## config.mk

```make
export PLATFORM = sky130hd
export DESIGN_NAME = led_matrix_scan_scroll_flat
export DESIGN_NICKNAME = d
export VERILOG_FILES = /design/src/hdl/lmss_pkg.sv /design/src/hdl/lmss_item_if.sv /design/src/hdl/lmss_result_if.sv /design/src/hdl/lmss_cfg_if.sv /design/src/hdl/lmss_debounce.sv /design/src/hdl/lmss_frame.sv /design/src/hdl/led_matrix_scan_scroll.sv /design/src/flat_wrapper.sv
export SDC_FILE = /design/constraint.sdc
export NUM_CORES = 1
export LEC_CHECK = 0
export ABC_AREA = 1
export BUFFER_PORTS_ARGS = -buffer_cell sky130_fd_sc_hd__clkbuf_2
export CAP_MARGIN = 15
export CORE_UTILIZATION = 65
export DETAILED_ROUTE_END_ITERATION = 8
export PLACE_DENSITY_LB_ADDON = 0.08
export SETUP_SLACK_MARGIN = 0.3
export SLEW_MARGIN = 0
export SYNTH_ARGS = -nofsm -noshare
export SYNTH_HDL_FRONTEND = slang
export SYNTH_HIERARCHICAL = 1
export SYNTH_SLANG_ARGS = --single-unit
```

## constraint.sdc

```tcl
create_clock -name clk_i -period 5 [get_ports clk_i]
set_input_delay 0 -clock clk_i [delete_from_list [all_inputs] [get_ports clk_i]]
set_output_delay 0 -clock clk_i [all_outputs]
set_load 0.005 [all_outputs]
```

## src/hdl/lmss_pkg.sv

```systemverilog
// Shared types, register codes and constants for the LED matrix scan/scroll block.
// No dependencies; every other file of the block depends on this package.
`default_nettype none

package lmss_pkg;

  localparam int unsigned OUT_W     = 8;
  localparam int unsigned CFG_W     = 16;
  localparam int unsigned SCROLL_W  = 17;
  localparam int unsigned SW_W      = 2;
  localparam int unsigned RIDX_W    = 3;

  localparam logic [CFG_W-1:0] SCROLL_PERIOD_RST  = 16'd20000;
  localparam logic [CFG_W-1:0] DEBOUNCE_TICKS_RST = 16'd200;

  typedef enum logic {
    CMD_TICK      = 1'b0,
    CMD_ROW_WRITE = 1'b1
  } cmd_e;

  typedef enum logic {
    REG_SCROLL_PERIOD  = 1'b0,
    REG_DEBOUNCE_TICKS = 1'b1
  } cfg_reg_e;

  typedef struct packed {
    cmd_e              command;
    logic [SW_W-1:0]   switch_pressed;
    logic [RIDX_W-1:0] row_index;
    logic [OUT_W-1:0]  row_bits;
  } item_t;

  typedef struct packed {
    logic [OUT_W-1:0] column_select;
    logic [OUT_W-1:0] row_drive;
    logic [SW_W-1:0]  scroll_mode;
    logic             change_seen;
  } result_t;

  // debounced switch state after the current item
  typedef struct packed {
    logic [SW_W-1:0] stable;
    logic            change;
  } dbn_status_t;

  // what the frame/scan unit does this cycle
  typedef struct packed {
    logic tick;
    logic write;
  } step_t;

  // digit-one glyph, row 0 first
  localparam logic [7:0] GLYPH_ONE [8] = '{
    8'h18, 8'h38, 8'h78, 8'h18, 8'h18, 8'h18, 8'h18, 8'h7E
  };

  function automatic logic [7:0] glyph_row(int unsigned idx);
    logic [2:0] sel;
    sel = idx[2:0];
    if (idx < 8) begin
      return GLYPH_ONE[sel];
    end
    return 8'h00;
  endfunction

endpackage

`default_nettype wire

```

## src/hdl/lmss_item_if.sv

```systemverilog
// Input channel: valid/ready handshake carrying one command item.
// Depends on lmss_pkg for the item type.
`default_nettype none

interface lmss_item_if;
  logic           valid;
  logic           ready;
  lmss_pkg::item_t data;

  modport source (output valid, output data, input ready);
  modport sink   (input valid, input data, output ready);
endinterface

`default_nettype wire

```

## src/hdl/lmss_result_if.sv

```systemverilog
// Result channel: valid/ready handshake carrying one scan result.
// Depends on lmss_pkg for the result type.
`default_nettype none

interface lmss_result_if;
  logic             valid;
  logic             ready;
  lmss_pkg::result_t data;

  modport source (output valid, output data, input ready);
  modport sink   (input valid, input data, output ready);
endinterface

`default_nettype wire

```

## src/hdl/lmss_cfg_if.sv

```systemverilog
// Configuration write channel: register index and write data under valid/ready.
// Depends on lmss_pkg for the register code type.
`default_nettype none

interface lmss_cfg_if;
  logic                           valid;
  logic                           ready;
  lmss_pkg::cfg_reg_e             index;
  logic [lmss_pkg::CFG_W-1:0]     data;

  modport source (output valid, output index, output data, input ready);
  modport sink   (input valid, input index, input data, output ready);
endinterface

`default_nettype wire

```

## src/hdl/lmss_debounce.sv

```systemverilog
// Two-bit switch debouncer with sticky change flag.
// Depends on lmss_pkg.
`default_nettype none

module lmss_debounce (
  input  wire logic                          clk_i,
  input  wire logic                          rst_ni,
  input  wire logic                          tick_i,
  input  wire logic [lmss_pkg::SW_W-1:0]     sample_i,
  input  wire logic [lmss_pkg::CFG_W-1:0]    debounce_ticks_i,
  output lmss_pkg::dbn_status_t              status_o
);
  import lmss_pkg::*;

  logic              waiting_q, waiting_d;
  logic [CFG_W-1:0]  count_q, count_d;
  logic [SW_W-1:0]   stable_q, stable_d;
  logic              change_q, change_d;
  logic [CFG_W-1:0]  count_dec;

  assign count_dec = count_q - CFG_W'(1);

  always_comb begin
    waiting_d = waiting_q;
    count_d   = count_q;
    stable_d  = stable_q;
    change_d  = change_q;
    if (tick_i) begin
      if (!waiting_q) begin
        if (stable_q != sample_i) begin
          count_d   = debounce_ticks_i;
          waiting_d = 1'b1;
        end
      end else begin
        count_d = count_dec;
        if (count_dec == '0) begin
          // recheck once the wait has run out
          if (stable_q != sample_i) begin
            change_d = 1'b1;
            stable_d = sample_i;
          end
          waiting_d = 1'b0;
        end
      end
    end
  end

  always_ff @(posedge clk_i or negedge rst_ni) begin
    if (!rst_ni) begin
      waiting_q <= 1'b0;
      count_q   <= '0;
      stable_q  <= '0;
      change_q  <= 1'b0;
    end else begin
      waiting_q <= waiting_d;
      count_q   <= count_d;
      stable_q  <= stable_d;
      change_q  <= change_d;
    end
  end

  assign status_o.stable = stable_d;
  assign status_o.change = change_d;

  a_flag_sticky: assert property (@(posedge clk_i) disable iff (!rst_ni)
    !$fell(change_q))
    else $error("change flag cleared outside reset");

  a_stable_after_wait: assert property (@(posedge clk_i) disable iff (!rst_ni)
    !$stable(stable_q) |-> $past(waiting_q) && change_q)
    else $error("debounced value changed without a completed wait");

endmodule

`default_nettype wire

```

## src/hdl/lmss_frame.sv

```systemverilog
// Frame store, column ring, row pointer and scroll timer for the LED matrix.
// Depends on lmss_pkg.
`default_nettype none

module lmss_frame #(
  parameter int unsigned MATRIX_SIZE = 8
) (
  input  wire logic                          clk_i,
  input  wire logic                          rst_ni,
  input  wire lmss_pkg::step_t               step_i,
  input  wire logic [lmss_pkg::RIDX_W-1:0]   row_index_i,
  input  wire logic [lmss_pkg::OUT_W-1:0]    row_bits_i,
  input  wire logic [lmss_pkg::CFG_W-1:0]    scroll_period_i,
  input  wire logic [lmss_pkg::SW_W-1:0]     mode_i,
  output logic      [lmss_pkg::OUT_W-1:0]    column_o,
  output logic      [lmss_pkg::OUT_W-1:0]    row_drive_o
);
  import lmss_pkg::*;

  localparam int unsigned PTR_W  = (MATRIX_SIZE > 1) ? $clog2(MATRIX_SIZE) : 1;
  localparam int unsigned IDX_W  = 5;
  localparam int unsigned WIDE_W = (MATRIX_SIZE > OUT_W) ? MATRIX_SIZE : OUT_W;

  logic [MATRIX_SIZE-1:0] frame_q [MATRIX_SIZE];
  logic [MATRIX_SIZE-1:0] frame_d [MATRIX_SIZE];
  logic [MATRIX_SIZE-1:0] column_q, column_d;
  logic [PTR_W-1:0]       ptr_q, ptr_d, ptr_inc, rd_addr, wr_addr;
  logic [SCROLL_W-1:0]    scroll_q, scroll_d, scroll_inc;
  logic                   scroll_due;
  logic [IDX_W-1:0]       widx_ext, widx_mod;
  logic [MATRIX_SIZE-1:0] wr_row, rd_row, shown;
  logic [WIDE_W-1:0]      column_wide, shown_wide;

  // row_index < 8 < 2 * MATRIX_SIZE, so one subtract reduces it
  assign widx_ext = IDX_W'(row_index_i);
  assign widx_mod = (widx_ext >= IDX_W'(MATRIX_SIZE)) ? widx_ext - IDX_W'(MATRIX_SIZE)
                                                      : widx_ext;
  assign wr_addr  = widx_mod[PTR_W-1:0];
  assign wr_row   = MATRIX_SIZE'(row_bits_i);

  assign ptr_inc  = (ptr_q == PTR_W'(MATRIX_SIZE - 1)) ? '0 : ptr_q + PTR_W'(1);
  assign rd_addr  = step_i.tick ? ptr_inc : ptr_q;
  assign rd_row   = frame_q[rd_addr];
  assign shown    = (step_i.write && (wr_addr == ptr_q)) ? wr_row : rd_row;

  assign scroll_inc = scroll_q + SCROLL_W'(1);
  assign scroll_due = scroll_inc > SCROLL_W'(scroll_period_i);

  always_comb begin
    frame_d  = frame_q;
    column_d = column_q;
    ptr_d    = ptr_q;
    scroll_d = scroll_q;
    if (step_i.write) begin
      frame_d[wr_addr] = wr_row;
    end else if (step_i.tick) begin
      column_d = {column_q[MATRIX_SIZE-2:0], column_q[MATRIX_SIZE-1]};
      ptr_d    = ptr_inc;
      scroll_d = scroll_due ? '0 : scroll_inc;
      if (scroll_due) begin
        for (int i = 0; i < MATRIX_SIZE; i++) begin
          // rows down: last row wraps to the top
          frame_d[i] = mode_i[1] ? frame_q[(i + MATRIX_SIZE - 1) % MATRIX_SIZE]
                                 : frame_q[i];
          if (mode_i[0]) begin
            frame_d[i] = {frame_d[i][0], frame_d[i][MATRIX_SIZE-1:1]};
          end
        end
      end
    end
  end

  always_ff @(posedge clk_i or negedge rst_ni) begin
    if (!rst_ni) begin
      column_q <= ~MATRIX_SIZE'(1);
      ptr_q    <= '0;
      scroll_q <= '0;
      for (int i = 0; i < MATRIX_SIZE; i++) begin
        frame_q[i] <= MATRIX_SIZE'(glyph_row(i));
      end
    end else begin
      column_q <= column_d;
      ptr_q    <= ptr_d;
      scroll_q <= scroll_d;
      frame_q  <= frame_d;
    end
  end

  assign column_wide = WIDE_W'(column_d);
  assign shown_wide  = WIDE_W'(shown);
  assign column_o    = column_wide[OUT_W-1:0];
  assign row_drive_o = shown_wide[OUT_W-1:0];

  // the cold column always tracks the row pointer
  a_ring_tracks_ptr: assert property (@(posedge clk_i) disable iff (!rst_ni)
    ~column_q == (MATRIX_SIZE'(1) << ptr_q))
    else $error("column ring and row pointer out of step");

endmodule

`default_nettype wire

```

## src/hdl/led_matrix_scan_scroll.sv

```systemverilog
// LED matrix scanner with frame scrolling and switch debouncing, top level.
// Channels: in_i (sink) takes items; out_o (source) gives one result per item;
//   cfg_i writes scroll_period (index 0) and debounce_ticks (index 1), always ready.
// An item is a display tick (command 0) with a two-bit switch sample, or a
//   frame row write (command 1) of row_bits into row row_index.
// Each transfer on in_i gives exactly one transfer on out_o, in order.
// Pipeline: an item is registered in the input register on entry, worked
//   once the result register is free, and its result registered there.
// Throughput: one item per cycle unless out_o stalls; the input and result
//   registers form a two-entry pipe, so a new item is taken while a result waits.
// Stall: while out_o is held, the result register holds and the input
//   register fills; in_i.ready then drops until out_o moves.
// Reset (rst_ni low, asynchronous): pipe empty, frame = digit-one glyph,
//   column select 0xFE, row pointer 0, debounce idle, registers at their
//   defaults of 20000 and 200.
// Depends on lmss_pkg, the channel interfaces, lmss_debounce and lmss_frame.
`default_nettype none

module led_matrix_scan_scroll #(
  parameter int unsigned MATRIX_SIZE = 8
) (
  input  wire logic     clk_i,
  input  wire logic     rst_ni,
  lmss_item_if.sink     in_i,
  lmss_result_if.source out_o,
  lmss_cfg_if.sink      cfg_i
);
  import lmss_pkg::*;

  logic             in_valid_q;
  item_t            in_q;
  logic             out_valid_q;
  result_t          out_q, result_d;
  logic             out_free, fire;
  logic [CFG_W-1:0] scroll_period_q, debounce_ticks_q;
  step_t            step;
  dbn_status_t      dbn;
  logic [OUT_W-1:0] column, row_drive;

  assign out_free   = !out_valid_q || out_o.ready;
  assign fire       = in_valid_q && out_free;
  assign in_i.ready = !in_valid_q || out_free;
  assign cfg_i.ready = 1'b1;

  assign step.tick  = fire && (in_q.command == CMD_TICK);
  assign step.write = fire && (in_q.command == CMD_ROW_WRITE);

  always_ff @(posedge clk_i or negedge rst_ni) begin
    if (!rst_ni) begin
      scroll_period_q  <= SCROLL_PERIOD_RST;
      debounce_ticks_q <= DEBOUNCE_TICKS_RST;
    end else if (cfg_i.valid) begin
      unique case (cfg_i.index)
        REG_SCROLL_PERIOD:  scroll_period_q  <= cfg_i.data;
        REG_DEBOUNCE_TICKS: debounce_ticks_q <= cfg_i.data;
        default: ;
      endcase
    end
  end

  always_ff @(posedge clk_i or negedge rst_ni) begin
    if (!rst_ni) begin
      in_valid_q <= 1'b0;
    end else if (in_i.valid && in_i.ready) begin
      in_valid_q <= 1'b1;
    end else if (fire) begin
      in_valid_q <= 1'b0;
    end
  end

  always_ff @(posedge clk_i) begin
    if (in_i.valid && in_i.ready) begin
      in_q <= in_i.data;
    end
  end

  lmss_debounce u_debounce (
    .clk_i            (clk_i),
    .rst_ni           (rst_ni),
    .tick_i           (step.tick),
    .sample_i         (in_q.switch_pressed),
    .debounce_ticks_i (debounce_ticks_q),
    .status_o         (dbn)
  );

  lmss_frame #(
    .MATRIX_SIZE (MATRIX_SIZE)
  ) u_frame (
    .clk_i           (clk_i),
    .rst_ni          (rst_ni),
    .step_i          (step),
    .row_index_i     (in_q.row_index),
    .row_bits_i      (in_q.row_bits),
    .scroll_period_i (scroll_period_q),
    .mode_i          (dbn.stable),
    .column_o        (column),
    .row_drive_o     (row_drive)
  );

  always_comb begin
    result_d.column_select = column;
    result_d.row_drive     = row_drive;
    result_d.scroll_mode   = dbn.stable;
    result_d.change_seen   = dbn.change;
  end

  always_ff @(posedge clk_i or negedge rst_ni) begin
    if (!rst_ni) begin
      out_valid_q <= 1'b0;
    end else if (fire) begin
      out_valid_q <= 1'b1;
    end else if (out_o.ready) begin
      out_valid_q <= 1'b0;
    end
  end

  always_ff @(posedge clk_i) begin
    if (fire) begin
      out_q <= result_d;
    end
  end

  assign out_o.valid = out_valid_q;
  assign out_o.data  = out_q;

  // an empty result register always lets the input side move
  a_ready_when_empty: assert property (@(posedge clk_i) disable iff (!rst_ni)
    !out_valid_q |-> in_i.ready)
    else $error("input stalled with empty result register");

  // a transfer into the result register only follows a held item
  a_result_from_item: assert property (@(posedge clk_i) disable iff (!rst_ni)
    $rose(out_valid_q) |-> $past(in_valid_q))
    else $error("result produced without an item");

endmodule

`default_nettype wire
```

## src/flat_wrapper.sv

```systemverilog
// flat-port wrapper written by rule: the top's interface ports become plain ports
module led_matrix_scan_scroll_flat import lmss_pkg::*;
#(
  parameter int unsigned MATRIX_SIZE = 8
)
  (clk_i, rst_ni, in_i_valid, in_i_data, in_i_ready, out_o_valid, out_o_data, out_o_ready, cfg_i_valid, cfg_i_index, cfg_i_data, cfg_i_ready);
  lmss_item_if in_i_i ();
  lmss_result_if out_o_i ();
  lmss_cfg_if cfg_i_i ();
  input  wire logic clk_i;
  input  wire logic rst_ni;
  input wire logic [$bits(in_i_i.valid)-1:0] in_i_valid;
  input wire logic [$bits(in_i_i.data)-1:0] in_i_data;
  output wire logic [$bits(in_i_i.ready)-1:0] in_i_ready;
  output wire logic [$bits(out_o_i.valid)-1:0] out_o_valid;
  output wire logic [$bits(out_o_i.data)-1:0] out_o_data;
  input wire logic [$bits(out_o_i.ready)-1:0] out_o_ready;
  input wire logic [$bits(cfg_i_i.valid)-1:0] cfg_i_valid;
  input wire logic [$bits(cfg_i_i.index)-1:0] cfg_i_index;
  input wire logic [$bits(cfg_i_i.data)-1:0] cfg_i_data;
  output wire logic [$bits(cfg_i_i.ready)-1:0] cfg_i_ready;
  assign in_i_i.valid = in_i_valid;
  assign in_i_i.data = in_i_data;
  assign in_i_ready = in_i_i.ready;
  assign out_o_valid = out_o_i.valid;
  assign out_o_data = out_o_i.data;
  assign out_o_i.ready = out_o_ready;
  assign cfg_i_i.valid = cfg_i_valid;
  assign cfg_i_i.index = cfg_i_index;
  assign cfg_i_i.data = cfg_i_data;
  assign cfg_i_ready = cfg_i_i.ready;
  led_matrix_scan_scroll #(.MATRIX_SIZE(MATRIX_SIZE)) u_core (.clk_i(clk_i), .rst_ni(rst_ni), .in_i(in_i_i), .out_o(out_o_i), .cfg_i(cfg_i_i));
endmodule
```

Yosys cells after proc, flatten, opt, wreduce, memory -nomap -nowiden
Index checks and enable logic that the tools add are counted.
{"block": "classes", "n_lt_le_gt_ge": 5, "n_reduce_logical": 21, "mux": 49, "eq_ne": 3, "bitwise": 5, "addsub": 4}
{"op": "two-way mux 64 bit", "count": 3}
{"op": "two-way mux 8 bit", "count": 22}
{"op": "bitwise mux 64 bit", "count": 1}
{"op": "two-way mux 16 bit", "count": 2}
{"op": "binary-select mux 8 bit (select 3 bit)", "count": 1}
{"op": "demux 8 bit (select 3 bit)", "count": 1}
{"op": "adder 17 x 1 -> 17 bit (second input constant)", "count": 1}
{"op": "greater-than comparator 17 x 16 -> 1 bit", "count": 1}
{"op": "two-way mux 17 bit", "count": 1}
{"op": "logical NOT 16 bit", "count": 1}
{"op": "subtractor 16 x 1 -> 16 bit (second input constant)", "count": 1}
{"op": "two-way mux 1 bit", "count": 11}
{"op": "AND reduction 2 bit", "count": 5}
{"op": "nonzero test 2 bit", "count": 5}
{"op": "two-way mux 3 bit", "count": 3}
{"op": ">= comparator 4 bit (second input constant)", "count": 2}
{"op": "two-way mux 2 bit", "count": 4}
{"op": "inverter 3 -> 4 bit", "count": 2}
{"op": "logical AND 1 bit", "count": 6}
{"op": ">= comparator 3 x 4 -> 1 bit (second input constant)", "count": 1}
{"op": "< comparator 4 x 1 -> 1 bit (second input constant)", "count": 1}
{"op": "adder 3 x 1 -> 3 bit (second input constant)", "count": 1}
{"op": "equality test 3 bit", "count": 1}
{"op": "equality test 3 bit (second input constant)", "count": 1}
{"op": "5 further kinds", "count": 9}
{"block": "totals", "reg_bits": 179, "elab_cells": 114}

Longest topological paths before layout
Gate-level depths: netlist (run 1).
{"block": "depth", "depth_word": 10, "ltp_mapped": 23, "ltp_nobuf": 22}

Modules after synthesis
Netlist (run 1), hierarchy kept.
{"mod": "lmss_frame", "area_each_um2": 7229.4, "n_inst": 1, "seq_area_each_um2": 2339.7, "cells_each": 1105}
{"mod": "led_matrix_scan_scroll", "area_each_um2": 2432.3, "n_inst": 1, "seq_area_each_um2": 1851.8, "cells_each": 190}
{"mod": "lmss_debounce", "area_each_um2": 1462.7, "n_inst": 1, "seq_area_each_um2": 500.5, "cells_each": 208}

Least setup slack after synthesis (run 1)
Ideal clock, no wire load.
{"block": "synth_timing", "kind": "register to register", "from": "register u_core.u_debounce.count_q[0]", "to": "register u_core/u_frame/frame_q[48] (netlist bit)", "t_required_ns": 4.934, "t_arrival_ns": 2.677, "path_buffers": 3, "synth_period_minus_slack_ns": 2.743, "stages_incl_launch_ff": 20, "setup_slack_ns": 2.257, "path_cell_list": "dfrtp_1 -> inv_1 -> ha_1 -> nand2_4 -> nor2_4 -> nand2_2 -> o21ai_2 -> nand2_1 -> nor2_2 -> nand4_1 -> nand2_1 -> buf_2 -> buf_2 -> clkbuf_1 -> nand2_1 -> o21ai_0 -> nor2_1 -> o22ai_1 -> nand4_1 -> nand2_1"}
{"item": "from (decl)", "line": "lmss_debounce.sv:16", "source": "logic [CFG_W-1:0] count_q, count_d;"}
{"item": "from (signal assigned)", "line": "lmss_debounce.sv:56", "source": "count_q <= count_d;"}
{"item": "to (signal, indexed assignment)", "line": "lmss_frame.sv:79", "source": "frame_q[i] <= MATRIX_SIZE'(glyph_row(i));"}
{"item": "to (signal assigned)", "line": "lmss_frame.sv:85", "source": "frame_q <= frame_d;"}
{"item": "to (decl)", "line": "lmss_frame.sv:24", "source": "logic [MATRIX_SIZE-1:0] frame_q [MATRIX_SIZE];"}

==> flow_summary.yaml, run 1 <==
status:
  status: "completed"
power:
  switchingPower_mw: 2.806
  sw_frac_of_total: 0.4424
  power.leakage_nw: 5.738
  intPower_mw: 3.536
  clock_power_share: 0.197
  combPwrFrac: 0.446
  power_density_nw_per_um2: 518.6
  ir_drop_mv: 0.3373
  p_seq_frac: 0.357
routing:
  drc_errors: 0
  wire_per_inst_um: 17.75
  ant_nets: 0
  firstDrtPassIters: 6
  drt_iter0_drc: 1622
  vias_per_cell: 6.179
  routed_wl_um: 31520
  dr_total_vias: 10970
logic_synthesis:
  synth_most_common_cell: "nand2_1"
  synth.top_cells.by_area: "dfrtp_1 24%, nand2_1 16%, dfstp_2 9.0%, edfxtp_1 8.9%, o21ai_0 6.8%"
  yosysUniqueCellTypes: 45
  yosys_register_bits: 179
  ys_seq_area_frac: 0.4218
  synth.cell_area_um2: 11120
  netlist_instances: 1503
  netlist.top_cell.by_area: "dfrtp_1"
  synth_flop_cell: "dfrtp_1"
  synthArstFlopShare: 0.8156
  avgSynthCellArea_um2: 7.401
  synth_commonest_cells: "474 x nand2_1, 152 x o21ai_0, 117 x inv_1"
  syn_nets: 1560
  yosysTopAreaCellShare: 0.2429
  synth_warnings: 6
  synth_edf_count: 33
sta:
  rsz0062_at_grt: "false"
  skew_ns: 0.007391
  fmax_mhz: 254.4
  fin_hold_ws_ns: 0.08731
  relSlewSlack: 0.3152
  min_period_ns: 3.930
  tightest_slew_ns: 1.027
  final_hold_viol_count: 0
  finalSetupTns_ns: 0
  slew_violations: 0
  finalSetupViolations: 0
  min_period_over_period: 0.7861
min_path:
  min_from: "cfg_i_index"
  min_path_cells: 3
  hold_path.class: "in2reg"
  holdPathEnd: "u_core/debounce_ticks_q[3]$_DFFE_PN1P_"
critical_path:
  cp_cell_sequence: "nand2_1, nand2_1, nor2_1, nand3_1, nor2_1, nand3_1, nor2_1, nand2_1, nor2_4, nand3_2, nand2_1, nand2_2, inv_2, nand2_1, o21ai_1, o21ai_0, o22ai_1, nand4_1, nand2_1"
  r2r_end: "u_core/u_frame/frame_q[56]$_DFFE_PN0P_"
  r2r_cells: 19
  crit_top_cell: "nand2_1"
  required_ns: 5.38
  cp_max_fo: 43
  worst_path_max_delay_cell: "inv_2"
  path_buf_inv: 1
  cp_slowest_stage_delay_ns: 0.70
  end_kind: "flip-flop"
  ff2ff_setup_slack_ns: 1.07
  arrival_ns: 4.31
  crit_type: "reg2reg"
  startpoint_type: "flip-flop"
  reg2reg_from: "u_core/out_o.valid$_DFFE_PN0P_"
  crit_family: "simple AND/OR/NAND/NOR gates"
clock_tree:
  cts_tree: "done"
  cts_setup_buffers: 0
  htreeDepth: 4
  cts_made_buffers: 17
  ctsResizeCount: 0
  cts_buffer_depth: 2
  cts_num_sinks: 179
  cts-root-buf: "clkbuf_16"
  cts.clk_slew.worst_paths_ns: 0.07
  worstSkewPairLatency_ns: 0.44
job:
  drv_cap: 0
place:
  port-buffer-count: 56
  dp_hpwl_um: 20640
  gp_congestion: 0.9542
die:
  placementRows: 47
  die_y_um: 132.8
  ioPinCount: 58
  die_w_um: 132.8
  core_area_um2: 16640
  initial_core_util: 0.6684
  die_area_um2: 17640
grt:
  grt_use_total: 0.3687
  grt-ovfl-total: 0
  grt_pass1_wl_um: 51000
  grt_max_degree: 106
  grt_pass1_vias: 9915
  antenna_found_initial: 1
final_layout:
  final_nets: 1599
  area_growth_pct: 9.920
  layout-drive-gt1-share: 0.1183
  fill_cells: 1263
[final cells by class]
type / instances / area, um^2 / share of cell area
diodes: 1 / 2.502 / 0.0002046
clock buffers: 21 / 471.7 / 0.03858
clock inverters: 11 / 77.57 / 0.006344
inverters: 130 / 494.2 / 0.04042
multi-input cells: 1111 / 5490 / 0.4490
flip-flops and latches: 179 / 4692 / 0.3837
well taps: 220 / 275.3 / 0.02251
repair buffers: 103 / 724.4 / 0.05924
[cell usage in the layout (no fill, tap or decap), types with 13 or more instances in the layout]
cell	n
nand2_1	471
o21ai_0	152
inv_1	117
dfrtp_1	108
nand3_1	99
nor2_1	91
nand4_1	72
o22ai_1	63
clkbuf_2	55
dfstp_2	38
dlygate4sd3_1	34
edfxtp_1	33
o21ai_1	29
o211ai_1	23
a21oi_1	21
ha_1	21
clkbuf_16	18
buf_4	13
[worst max-delay path by stage]
stage / end / slack (ns) / cells after the start / from
floorplan: u_core/u_frame/frame_q[48]$_DFFE_PN0P_ / 2.26 / 19 / u_core/u_debounce/count_q[0]$_DFFE_PN0P_
global placement: u_core/u_frame/frame_q[31]$_DFFE_PN0P_ / 1.27 / 18 / u_core/out_o.valid$_DFFE_PN0P_
detailed placement: u_core/u_frame/frame_q[31]$_DFFE_PN0P_ / 1.21 / 18 / u_core/out_o.valid$_DFFE_PN0P_
CTS: u_core/u_frame/frame_q[56]$_DFFE_PN0P_ / 1.16 / 19 / u_core/out_o.valid$_DFFE_PN0P_
global route: u_core/u_frame/frame_q[31]$_DFFE_PN0P_ / 0.64 / 19 / u_core/out_o.valid$_DFFE_PN0P_
finish: u_core/u_frame/frame_q[56]$_DFFE_PN0P_ / 1.07 / 19 / u_core/out_o.valid$_DFFE_PN0P_
[logic make-up after synthesis]
kind of cell,count (synthesis),share of synthesized area
AO/OA/AOI/OAI,298,0.1500
XOR/XNOR,13,0.01024
adder cells (fa/ha/maj),21,0.02362
buffers and inverters,213,0.08559
flip-flops,179,0.4218
multiplexers,6,0.005399
other,1,0.0003371
AND/OR/NAND/NOR,772,0.3030
[sequential cells by signal (all words and copies together) (netlist names)]
register / flops
u_core/out_o.valid: 1
u_core/scroll_period_q: 16
u_core/u_frame/scroll_q: 17
u_core/u_debounce/stable_q: 2
u_core/u_debounce/change_q: 1
u_core/in_valid_q: 1
u_core/u_debounce/count_q: 16
u_core/u_frame/ptr_q: 3
u_core/u_frame/frame_q: 64
u_core/u_debounce/waiting_q: 1
u_core/debounce_ticks_q: 16
u_core/out_o.data: 19
u_core/u_frame/column_q: 8
u_core/in_q: 14
[stage by stage]
step / util / instance area [um^2] / total power, mW / cells / setup slack, ns
after floorplan: - / 11120 / 4.359 / 1503 / 2.257
after global placement: 0.6812 / 11340 / 4.894 / 1709 / 1.274
after detailed placement: 0.6812 / 11340 / 4.971 / 1709 / 1.206
after CTS: 0.7346 / 12230 / 6.261 / 1775 / 1.156
after global routing: 0.7346 / 12230 / 6.778 / 1775 / 0.6438
final: 0.7348 / 12230 / 6.342 / 1776 / 1.070
[worst min-delay path, stage by stage]
cell and delay [ns]:
clkbuf_2 0.28, nand3_1 0.19, nand2_1 0.05
[timing repair]
item	CTS	global route
hold endpoints to repair	128	0
endpoints found under the setup margin	0	0
hold buffers	34	0
[power groups by stage]
stage	combinational, mW	clock, mW	sequential, mW
5_1_grt	3.16	1.32	2.29
3_3_place_gp	2.65	0	2.25
4_1_cts	2.76	1.26	2.24
3_5_place_dp	2.72	0	2.26
6_report	2.83	1.25	2.26
2_1_floorplan	2.20	0	2.16
[routing by layer]
layer	global-route usage	share of wire	wire length, um
met1	0.5251	0.42	13160
met2	0.5492	0.43	13630
met3	0.07625	0.11	3481
met4	0.1539	0.038	1203
met5	0	0.0013	41
Note: power is estimated with default switching activity, not from simulation.
==> inputs of run 2 (changes only) <==
--- a/config.mk
+++ b/config.mk
@@ -8,7 +8,7 @@
 export ABC_AREA = 1
 export BUFFER_PORTS_ARGS = -buffer_cell sky130_fd_sc_hd__clkbuf_2
 export CAP_MARGIN = 15
-export CORE_UTILIZATION = 65
+export CORE_UTILIZATION = 56
 export DETAILED_ROUTE_END_ITERATION = 8
 export PLACE_DENSITY_LB_ADDON = 0.08
 export SETUP_SLACK_MARGIN = 0.3
==> constraint.sdc (replaced) <==
create_clock -name clk_i -period 3.3 [get_ports clk_i]
set_input_delay 0 -clock clk_i [delete_from_list [all_inputs] [get_ports clk_i]]
set_output_delay 0 -clock clk_i [all_outputs]
set_load 0.005 [all_outputs]
==> flow_summary.yaml, run 2 (same netlist as run 1, synthesis figures left out) <==
status:
  status: "completed"
final_layout:
  final_common_cell: "nand2_1"
  diodes: 0
  layout-drive-gt1-share: 0.1754
  final_nets: 1630
  registers.top_by_ff_count: "u_core/u_frame/frame_q"
  area_growth_pct: 17.77
  regArea_um2: 4692
  final_cell_mix: "428 x nand2_1, 146 x o21ai_0, 115 x inv_1"
  fill_cells: 1694
  largest_reg_flops: 64
  multi_input_area_um2: 5803
  finalInstanceArea_um2: 13100
  final_util: 0.6732
critical_path:
  required_ns: 3.62
  cp_max_fo: 8
  end_kind: "flip-flop"
  crit_type: "reg2reg"
  arrival_ns: 3.34
  startpoint_type: "flip-flop"
grt:
  grt_pass1_wl_um: 51450
  grt_pass1_vias: 9738
  grt-ovfl-total: 0
  grt_use_total: 0.3294
  grt_max_degree: 94
  antenna_found_initial: 0
clock_tree:
  worstSkewPairLatency_ns: 0.43
  cts-root-buf: "clkbuf_16"
  htreeDepth: 4
  cts_num_sinks: 179
  cts_buffer_depth: 2
  cts_made_buffers: 17
  cts.clk_slew.worst_paths_ns: 0.07
  cts_tree: "done"
die:
  die_area_um2: 20430
  die_w_um: 142.9
  die_y_um: 142.9
  placementRows: 51
  initial_core_util: 0.5716
  core_area_um2: 19460
  ioPinCount: 58
sta:
  final_hold_viol_count: 0
  slew_violations: 0
  skew_ns: 0.01116
  min_period_ns: 3.022
  rsz0062_at_grt: "true"
  finalSetupViolations: 0
  tightest_slew_ns: 1.134
  relSlewSlack: 0.2413
  finalSetupTns_ns: 0
  fmax_mhz: 330.9
  final.setup.worst_slack_ns: 0.2780
  min_period_over_period: 0.9158
job:
  drv_cap: 0
power:
  ir_drop_mv: 0.4700
  power.leakage_nw: 6.063
  power_density_nw_per_um2: 816.9
  power_mw: 10.70
place:
  port-buffer-count: 56
  placed_area_um2: 11540
  gp_congestion: 0.9704
  dp_hpwl_um: 21230
  post-place-ws_ns: 0.04659
routing:
  vias_per_cell: 5.930
  wire_per_inst_um: 18.00
  drc_errors: 0
  routed_wl_um: 33300
  drt_iter0_drc: 1353
  firstDrtPassIters: 7
  dr_total_vias: 10970
  ant_nets: 0
min_path:
  hold_path.class: "in2reg"
==> run 2: report_power, final <==
group / total [mW] / internal [mW] / leakage, nW / switching [mW]
Sequential: 3.43 / 2.93 / 2.14 / 0.506
Clock: 2.12 / 1.24 / 0.297 / 0.881
Combinational: 5.15 / 1.91 / 3.63 / 3.24
Total: 10.7 / 6.07 / 6.06 / 4.63
==> run 2: worst max-delay path, cell delays in order (launching register included) <==
cell     delay [ns]
dfrtp_1        0.37
ha_2           0.20
nand2_2        0.07
nor2_4         0.12
nand2_4        0.07
nor2_4         0.16
nand2_4        0.08
xor2_1         0.14
inv_1          0.10
ha_4           0.27
nand2_2        0.05
inv_2          0.06
nand2_2        0.05
nor2_2         0.12
a21oi_1        0.07
nand2_1        0.06
nand2_1        0.06
nand2_2        0.08
nand2_2        0.07
nand3_4        0.15
buf_12         0.21
nand3_4        0.16
nand2_2        0.13
nand2_1        0.06
==> run 2: timing repair <==
action                                 CTS  global route
cloned                                   3             3
hold buffers                            34             0
pin swaps                                4            20
resized for setup                       29            69
setup endpoints to repair               64            77
endpoints found under the hold margin  119             0
buffers inserted                         3            11
==> run 2: layout make-up <==
class,instances,area share
clock inverter,8,0.008500
inverter,130,0.03830
clock buffer,23,0.03820
tap,265,0.02531
multi-input combinational,1111,0.4429
sequential,179,0.3581
timing repair buffer,134,0.08863
==> run 2: path summary, 6_finish.rpt <==
path	from	endpoint	slack, ns	cells after the start
setup reg to reg	u_core/u_frame/scroll_q[0]$_DFFE_PN0P_	u_core/u_frame/frame_q[56]$_DFFE_PN0P_	0.28	23
hold reg to reg	u_core/u_frame/frame_q[1]$_DFFE_PN1P_	u_core/u_frame/frame_q[1]$_DFFE_PN1P_	0.46	2
min in group asynchronous	rst_ni	u_core/u_debounce/count_q[15]$_DFFE_PN0P_	0.18	2
setup / recovery	u_core/u_frame/scroll_q[0]$_DFFE_PN0P_	u_core/u_frame/frame_q[56]$_DFFE_PN0P_	0.28	23
max in group asynchronous	rst_ni	u_core/u_frame/frame_q[28]$_DFFE_PN1P_	2.27	3
hold / removal	cfg_i_index	u_core/debounce_ticks_q[6]$_DFFE_PN1P_	0.06	3
==> run 2: per-stage QoR <==
stage,hold WS (ns),instances
3_3_place_gp,0.1384,1765
3_5_place_dp,0.1381,1765
6_report,0.06468,1850
4_1_cts,0.03654,1836
2_1_floorplan,-0.2956,1503
5_1_grt,0.07901,1850
==> run 2: metal layers <==
metal / track usage / share of wire / vias up
met5: 0 / 0 / -
met4: 0.1296 / 0.037 / 0
met3: 0.08015 / 0.095 / 117
met2: 0.4888 / 0.43 / 577
met1: 0.4624 / 0.44 / 5068
li1: - / - / 5209
